**config.mk**
```make
export PLATFORM = sky130hd
export DESIGN_NAME = qfc_ram
export DESIGN_NICKNAME = d
export VERILOG_FILES = /design/src/rtl/core/assert_macros.svh /design/src/rtl/core/qfc_ram.sv
export SDC_FILE = /design/constraint.sdc
export NUM_CORES = 1
export LEC_CHECK = 0
export ABC_AREA = 0
export BUFFER_PORTS_ARGS = -buffer_cell sky130_fd_sc_hd__buf_2
export CORE_MARGIN = 2
export CORE_UTILIZATION = 50
export DETAILED_ROUTE_END_ITERATION = 16
export GPL_ROUTABILITY_DRIVEN = 1
export PLACE_DENSITY = 0.67
export SYNTH_ARGS = -nofsm -noshare
export SYNTH_HDL_FRONTEND = slang
export SYNTH_SLANG_ARGS = --single-unit
```
**constraint.sdc**
```tcl
create_clock -name aclk -period 2.3 [get_ports aclk]
set_clock_uncertainty 0.05 [all_clocks]
set_input_delay 0.46 -clock aclk [delete_from_list [all_inputs] [get_ports aclk]]
set_output_delay 0.46 -clock aclk [all_outputs]
set_load 0.005 [all_outputs]
```
**src/rtl/core/assert_macros.svh**
```systemverilog
// Assertion macros used by the counter RTL.
`ifndef ASSERT_MACROS_SVH
`define ASSERT_MACROS_SVH

// Same-cycle implication, checked outside reset.
`define ASSERT_IMPLIES(lbl, clk, rst_n, ante, cons) \
    lbl: assert property (@(posedge clk) disable iff (!(rst_n)) (ante) |-> (cons)) \
        else $error("same-cycle implication violated");

// Next-cycle implication, checked outside reset.
`define ASSERT_NEXT(lbl, clk, rst_n, ante, cons) \
    lbl: assert property (@(posedge clk) disable iff (!(rst_n)) (ante) |=> (cons)) \
        else $error("next-cycle implication violated");

`endif

```
**src/rtl/core/qfc_ram.sv**
```systemverilog
// Generic single-write, single-read synchronous RAM with registered read data.
`timescale 1ns / 1ps
module qfc_ram #(
    parameter int WIDTH = 8,
    parameter int DEPTH = 16
) (
    input  logic                     aclk,
    input  logic                     we,
    input  logic [$clog2(DEPTH)-1:0] waddr,
    input  logic [WIDTH-1:0]         wdata,
    input  logic                     re,
    input  logic [$clog2(DEPTH)-1:0] raddr,
    output logic [WIDTH-1:0]         rdata
);

    logic [WIDTH-1:0] mem [DEPTH];

    always_ff @(posedge aclk) begin
        if (we) begin
            mem[waddr] <= wdata;
        end
    end

    always_ff @(posedge aclk) begin
        if (re) begin
            rdata <= mem[raddr];
        end
    end

endmodule

```
==> run_results.csv <==
group,metric,value,unit
routing,viasPerCell,5.59,
timing,tightest_slew,0.390,ns
worst_setup_path,critPathArrivalTime,1.08,ns
place,dpl.cell_count,402,
routing,avgRoutedWirePerCell,22.5,µm
logic_synthesis,ys.flop_type,"edfxtp_1",
worst_setup_path,worstSetupStartpointType,"flip-flop",
logic_synthesis,yosysMostFrequentCell,"edfxtp_1",
min_path,hp-class,"in -> reg",
logic_synthesis,async_flop_share,0,
power,power.density,876,nW/µm²
logic_synthesis,ys_top_cells_by_area,"edfxtp_1, mux4_2, mux4_1",
routing,drtIter0Drc,198,
timing,finalSetupTns,0,ns
cells_and_area,area.growth.synth_to_final,17.3,%
logic_synthesis,yosysSeqAreaShare,0.781,
worst_setup_path,crit_path_cell_trace,"buf_2",
timing,drv_slew,0,
worst_setup_path,crit_path_end_kind,"output pin",
clock_network,cts_resized,0,
cells_and_area,drive_above_1_share,0.309,
logic_synthesis,syn_nets,248,
power,power.total,5370,µW
worst_setup_path,cp_top_family,"flip-flops",
cells_and_area,layout.nets,304,
floorplan,ios,27,
grt,grt_pass1_wl,14900,µm
place,dp_hpwl,6080,µm
clock_network,cts_tree,"done",
floorplan,die_height,106,µm
clock_network,clk_pin_slew_worst_paths,0.06,ns
worst_setup_path,path_buf_inv,1,
logic_synthesis,yosys-top-cells-count,"edfxtp_1, mux4_2, a22oi_1, mux4_1, nor2_1",
floorplan,start_util,0.511,
timing,final.min_clock_period,1.59,ns
routing,via_count,2427,
cells_and_area,n_antenna_cell,0,
clock_network,h-tree-depth,4,
logic_synthesis,synth-edff-count,136,
clock_network,cts_root_buf,"clkbuf_8",
grt,grt_use_total,0.194,
logic_synthesis,syn_area_per_cell,22.8,µm²
logic_synthesis,syn_area,5230,µm²
timing,final_hold_viol_count,0,
place,port_buffers,26,
grt,grt_max_degree,25,
timing,fin_hold_ws,0.256,ns
grt,grt_overflow,0,
routing,postRouteAntennaNets,0,
clock_network,post_cts_buffers,0,
worst_setup_path,cp.required,1.79,ns
logic_synthesis,yosys.cell_types.count,18,
clock_network,clkSinkCount,136,
logic_synthesis,netlist_instances,229,
cells_and_area,nFillCells,712,
flow_run,max_cap_viol_count,0,
logic_synthesis,synth_top_area_frac,0.781,
grt,grt_pass1_vias,2537,
clock_network,cts_buffers,17,
routing,drt_wl_total,9750,µm
timing,setup_slack,0.713,ns
power,ir_worst_vdd,0.388,mV
floorplan,die_w,106,µm
worst_setup_path,worstSetupPathType,"reg -> out",
clock_network,clk_latency,0.52,ns
cells_and_area,layoutNonFillerInstCount,434,
floorplan,dieArea,11300,µm²
logic_synthesis,synth-seq-cells,136,
timing,relSlewSlack,0.740,
timing,max_freq,630,MHz
clock_network,cts_hold_buffers,0,
grt,antenna_found_initial,0,
logic_synthesis,synth_top_area_cell,"edfxtp_1",
floorplan,row_count,37,
worst_setup_path,slowest_stage,"edfxtp_1",
clock_network,clock_path_buffers,2,
worst_setup_path,slowest_delay,0.40,ns
power,p_leak,0.00208,µW
routing,drc_errors,0,
worst_setup_path,crit_fanout,1,
place,gp_congestion,0.720,
floorplan,core_area,10200,µm²
place,dpl_worst_slack,0.213,ns
outcome,status,"completed",
routing,firstDrtPassIters,4,
logic_synthesis,yosys_warnings,0,
timing,rsz0062_at_grt,"false",
timing,post-route-period-util,0.690,
timing,setup_viol,0,
layout by cell type, fill, tap and decap left out, types with 7 or more instances in the layout:
master     count
mux4_2        18
clkbuf_16     16
buf_4         19
clkinv_2       7
edfxtp_1     136
a22oi_1       16
nor2_1        13
mux4_1        14
buf_2         26
nand2_1        9
final timing paths:
path               from         end  slack (ns)  cells past startpoint
max            rdata[3]    rdata[3]        0.71                      1
min reg2reg  mem[15][0]    rdata[0]        0.71                      3
min            wdata[3]  mem[11][3]        0.26                      1
max reg2reg   mem[1][1]    rdata[1]        0.73                      3
cell families (layout without fill, tap and decap cells):
group | Yosys count | count (layout) | share of synthesized area
flip-flops | 136 | 136 | 0.781
AND/OR/NAND/NOR | 35 | 35 | 0.0314
multiplexers | 32 | 32 | 0.148
AO/OA/AOI/OAI | 16 | 16 | 0.0230
buffers and inverters | 10 | 79 | 0.0165
cell type report:
class | instances | area [µm²] | share of cell area
clock inverters | 13 | 87.6 | 0.0143
repair buffers | 47 | 313 | 0.0510
flip-flops and latches | 136 | 4080 | 0.666
well taps | 136 | 170 | 0.0277
clock buffers | 19 | 422 | 0.0687
multi-input cells | 83 | 1060 | 0.172
routing by layer:
metal  GRT usage  vias to the layer above  routed length (µm)
met1       0.252                     1274                4130
met5           0                        -                   0
met4      0.0818                        0                 174
li1            -                     1091                   -
met2       0.308                       49                5090
met3      0.0607                       13                 356
registers in the layout (all words and copies together), names as in the netlist:
signal  count
mem       128
rdata       8
where the power goes:
group	leakage [µW]	internal [µW]	switching, µW
clock network	0.000255	1400	914
logic	0.000593	111	142
registers	0.00124	2790	14.6
total	0.00208	4300	1070
stage by stage:
stage                      util  cell area [µm²]
final                     0.599             6130
after global routing      0.599             6130
after CTS                 0.599             6130
after detailed placement  0.550             5620
after global placement    0.550             5620
after floorplan               -             5230
Note: power is estimated with default switching activity, not from simulation.
