## src/rtl/core/assert_macros.svh

```systemverilog
// Assertion macros used by the counter RTL.
`ifndef ASSERT_MACROS_SVH
`define ASSERT_MACROS_SVH

// Same-cycle implication, checked outside reset.
`define ASSERT_IMPLIES(lbl, clk, rst_n, ante, cons) \
    lbl: assert property (@(posedge clk) disable iff (!(rst_n)) (ante) |-> (cons)) \
        else $error("same-cycle implication violated");

// Next-cycle implication, checked outside reset.
`define ASSERT_NEXT(lbl, clk, rst_n, ante, cons) \
    lbl: assert property (@(posedge clk) disable iff (!(rst_n)) (ante) |=> (cons)) \
        else $error("next-cycle implication violated");

`endif

```

## src/rtl/core/qfc_pkg.sv

```systemverilog
// Package: types, constants and codes of the quantum frequency counter.
`timescale 1ns / 1ps
package qfc_pkg;

    // Table size, power of two between 16 and 65536.
    localparam int SLOTS    = 1024;
    localparam int IDX_W    = $clog2(SLOTS);
    localparam int PCNT_W   = IDX_W + 1;
    localparam int KEY_W    = 64;
    localparam int FREQ_W   = 32;
    localparam int TOTAL_W  = 32;
    localparam int UNIQUE_W = 11;
    localparam int QB_W     = 4;
    localparam int POS_W    = 3;
    localparam int SLOT_IN_W = 10;

    localparam logic [QB_W-1:0] QB_RESET = QB_W'(1);

    typedef enum logic [2:0] {
        STAT_ABSORBED = 3'd0,
        STAT_COUNTED  = 3'd1,
        STAT_NEW      = 3'd2,
        STAT_DROPPED  = 3'd3,
        STAT_READ     = 3'd4
    } status_t;

    typedef enum logic [2:0] {
        ST_CLEAR,
        ST_IDLE,
        ST_READ,
        ST_CHECK,
        ST_EMIT
    } state_t;

    typedef struct packed {
        logic              valid;
        logic [KEY_W-1:0]  key;
        logic [FREQ_W-1:0] count;
    } entry_t;

    typedef struct packed {
        status_t             status;
        logic [KEY_W-1:0]    value;
        logic [FREQ_W-1:0]   freq;
        logic                entry_valid;
        logic [TOTAL_W-1:0]  total;
        logic [UNIQUE_W-1:0] unique_cnt;
    } result_t;

    typedef struct packed {
        logic             complete;
        logic [KEY_W-1:0] word;
    } asm_t;

endpackage

```

## src/rtl/core/qfc_assembler.sv

```systemverilog
// Little-endian quantum assembly from the byte stream.
`timescale 1ns / 1ps
module qfc_assembler
    import qfc_pkg::*;
(
    input  logic            aclk,
    input  logic            aresetn,
    input  logic            take,
    input  logic [7:0]      data_byte,
    input  logic [QB_W-1:0] quantum_bytes,
    output asm_t            asm_out
);

    logic [KEY_W-1:0] assembly_reg, assembly_next;
    logic [POS_W-1:0] pos_reg, pos_next;
    logic [QB_W-1:0]  eff_size;
    logic [KEY_W-1:0] word;
    logic             complete;

    always_comb begin
        if (quantum_bytes == '0) begin
            eff_size = QB_W'(1);
        end else if (quantum_bytes > QB_W'(8)) begin
            eff_size = QB_W'(8);
        end else begin
            eff_size = quantum_bytes;
        end
        word     = assembly_reg | (KEY_W'(data_byte) << {pos_reg, 3'b000});
        complete = (QB_W'(pos_reg) + QB_W'(1)) >= eff_size;

        assembly_next = assembly_reg;
        pos_next      = pos_reg;
        if (take) begin
            if (complete) begin
                assembly_next = '0;
                pos_next      = '0;
            end else begin
                assembly_next = word;
                pos_next      = pos_reg + POS_W'(1);
            end
        end
    end

    assign asm_out.complete = complete;
    assign asm_out.word     = word;

    always_ff @(posedge aclk) begin
        if (!aresetn) begin
            assembly_reg <= '0;
            pos_reg      <= '0;
        end else begin
            assembly_reg <= assembly_next;
            pos_reg      <= pos_next;
        end
    end

endmodule

```

## config.mk

```make
export PLATFORM = sky130hd
export DESIGN_NAME = qfc_assembler
export DESIGN_NICKNAME = d
export VERILOG_FILES = /design/src/rtl/core/assert_macros.svh /design/src/rtl/core/qfc_pkg.sv /design/src/rtl/core/qfc_assembler.sv
export SDC_FILE = /design/constraint.sdc
export NUM_CORES = 1
export LEC_CHECK = 0
export ABC_AREA = 1
export BUFFER_PORTS_ARGS = -buffer_cell sky130_fd_sc_hd__buf_2
export CORE_MARGIN = 2
export CORE_UTILIZATION = 58
export DETAILED_ROUTE_END_ITERATION = 12
export GPL_ROUTABILITY_DRIVEN = 0
export PLACE_DENSITY_LB_ADDON = 0.3
export SYNTH_ARGS = -nofsm -noshare
export SYNTH_HDL_FRONTEND = slang
export SYNTH_SLANG_ARGS = --single-unit
```

## constraint.sdc

```tcl
create_clock -name aclk -period 5.9 [get_ports aclk]
set_input_delay 1.77 -clock aclk [delete_from_list [all_inputs] [get_ports aclk]]
set_output_delay 1.77 -clock aclk [all_outputs]
set_load 0.02 [all_outputs]
```

==> impl_metrics.yaml <==
run_status:
  outcome: "finished, final reports clean"
clock_tree:
  cts-root-buf: "clkbuf_8"
  cts_resized: 0
  cts_sinks: 67
  cts.path.max_buffers: 2
  hold_buffers: 0
  clk_pin_slew_ns: 0.07
  cts_tree: "done"
  clkLatencyLatePin_ns: 0.34
  h-tree-depth: 3
  cts_buffers: 9
  cts_setup_buffers: 0
logic_synthesis:
  postSynthAreaPerCell_um2: 6.798
  synth_area_mm2: 0.003467
  syn-instance-count: 510
  ys_seq_elements: 67
  syn-num-nets: 530
  ys_seq_area_share_pct: 38.69
  synth.distinct_cells: 29
  yosysWarnings: 0
drt:
  post_drt_via_cell_ratio: 4.932
  vias: 3245
  ant_nets: 0
  avgRoutedWirePerCell_um: 12.29
  dr.first_iter.drc_count: 166
  drc: 0
  routed_wirelength_um: 8087
  drt_pass1_iterations: 4
run:
  max_cap_violations: 0
final_layout:
  syn_to_final_growth_pct: 13.79
  n_antenna_cell: 0
  fillers: 526
  num-nets-final: 598
  final_layout_size_suffix_gt1_share_pct: 20.07
  largest_reg_flops: 64
grt:
  grtUsageTotal_pct: 25.65
  grt_max_degree: 63
  overflow: 0
  antenna_found_initial: 0
  grt_first_pass_wirelength_um: 12920
  grt_pass1_vias: 2867
power_and_ir_drop:
  total_power_w: 0.001004
  ir_worst_vdd_v: 0.0001807
  leakage_nw: 2.117
  p_per_area_mw_per_mm2: 254.4
timing:
  slew-limit-headroom_pct: 18.64
  drv_slew: 0
  finalClockSkew_ns: 0.003578
  rsz0062_at_grt: "no"
  timing.fmax_mhz: 204.3
  worst_pin_slew_ns: 1.216
  setup_viol: 0
  period_needed_ns: 4.895
  hold_violations: 0
  fin_crit_sh_pct: 82.96
  fin_tns_setup_ns: 0
die:
  rows: 28
  core_mm2: 0.005851
  floorplan.die.height_um: 81.32
  dieArea_mm2: 0.006612
  start_util_pct: 59.26
  die_w_um: 81.32
  pin_count: 80
setup_path:
  r2r_cells: 12
  crit_path_end_kind: "output pin"
  critPathLaunchType: "primary input"
  cp_data_arrival_time_ns: 3.12
  critPathRequiredTime_ns: 4.13
  crit_fanout: 2
  critPathKind: "in2out"
place:
  port_buffers: 79
  dpl.hpwl_um: 5578
hold_path:
  hold_depth: 2
  hold_path_class: "reg2reg"
## cell usage in the layout (no fill, tap or decap), types with 3 or more instances in the layout
| cell | count |
|---|---|
| nor2_1 | 69 |
| o21bai_1 | 8 |
| a21oi_1 | 8 |
| ha_1 | 5 |
| a21o_1 | 8 |
| buf_4 | 3 |
| o21ai_1 | 29 |
| nand2_1 | 92 |
| inv_1 | 114 |
| nand3_1 | 28 |
| o21ai_0 | 16 |
| clkbuf_8 | 11 |
| dfxtp_1 | 67 |
| buf_2 | 79 |
| nor2_2 | 10 |
| a31oi_1 | 16 |
| clkbuf_1 | 3 |
## cell usage after synthesis
master	count	area, um^2
inv_4	1	6.260
nand2_1	92	345.3
buf_2	3	15.01
nand2_4	1	11.26
o21bai_1	8	60.06
o21ai_1	29	145.1
nor2_8	2	40.04
dfxtp_1	67	1341
clkbuf_2	3	15.01
xnor2_1	2	17.52
inv_2	2	7.510
or2_2	1	6.260
o21ai_0	16	80.08
nand3_2	2	20.02
clkinv_4	1	8.760
a21o_1	8	60.06
nor2_2	10	62.56
clkbuf_1	2	7.510
a21oi_1	8	40.04
ha_1	5	62.56
a31oi_1	16	100.1
buf_6	12	135.1
nand3_1	28	140.1
nand2_2	2	12.51
nor2_1	69	259.0
buf_4	4	30.03
inv_1	114	427.9
nand4_1	1	6.260
buf_1	1	3.750
## where the power goes
group	switching, W	leakage (nW)	total [W]	internal, W
registers	0.00000779	0.541	0.000471	0.000463
logic	0.000137	1.49	0.000190	0.0000532
clock network	0.000168	0.0905	0.000343	0.000175
## final cells by class
class                           instances  area [um^2]  share of cell area (%)
Clock buffer                           14        162.7                   4.123
Clock inverter                          2        10.01                  0.2537
Inverter                              118        450.4                   11.42
Multi-Input combinational cell        300         1469                   37.23
Sequential cell                        67         1341                   34.00
Tap cell                               75        93.84                   2.379
Timing Repair Buffer                   82        417.9                   10.59
## metal layers
metal	part of all wire, %	vias up	track usage (%)
met5	0	-	0
met2	49	79	43.03
met1	44	1475	31.36
met3	5.3	15	5.556
li1	-	1676	-
met4	1.7	0	11.53
## path summary, 6_finish.rpt
path	slack (ns)	start	end
worst min register to register	0.48	assembly_reg[58]	assembly_reg[58]
worst max-delay path	1.01	quantum_bytes[1]	asm_out[64]
worst min-delay path	0.48	assembly_reg[58]	assembly_reg[58]
worst max register to register	2.76	pos_reg[0]	assembly_reg[63]
## through the flow
stage | cell area [um^2] | cells | util (%) | hold slack, ns | worst slack [ns]
after floorplan | 3467 | 510 | - | 0.4458 | 1.200
after global placement | 3772 | 642 | 64.48 | 0.4538 | 1.060
after detailed placement | 3772 | 642 | 64.48 | 0.4645 | 1.011
after CTS | 3945 | 658 | 67.43 | 0.4796 | 1.001
after global routing | 3945 | 658 | 67.43 | 0.5272 | 0.8768
final | 3945 | 658 | 67.43 | 0.4751 | 1.005
## kinds of logic after synthesis
kind of cell / after synthesis / synth area share (%)
buffers and inverters: 143 / 18.95
flip-flops: 67 / 38.69
adder cells (fa/ha/maj): 5 / 1.804
AO/OA/AOI/OAI: 85 / 14.00
AND/OR/NAND/NOR: 208 / 26.06
XOR/XNOR: 2 / 0.5053
## worst max-delay path: stages
cell	delay, ns
buf_2	0.11
or2_2	0.30
o21ai_0	0.15
nand2_1	0.07
ha_1	0.29
nand2_1	0.08
nand2_1	0.05
nand2_1	0.05
nand3_1	0.09
buf_2	0.18
No activity file was read; power rests on OpenSTA's default activity.
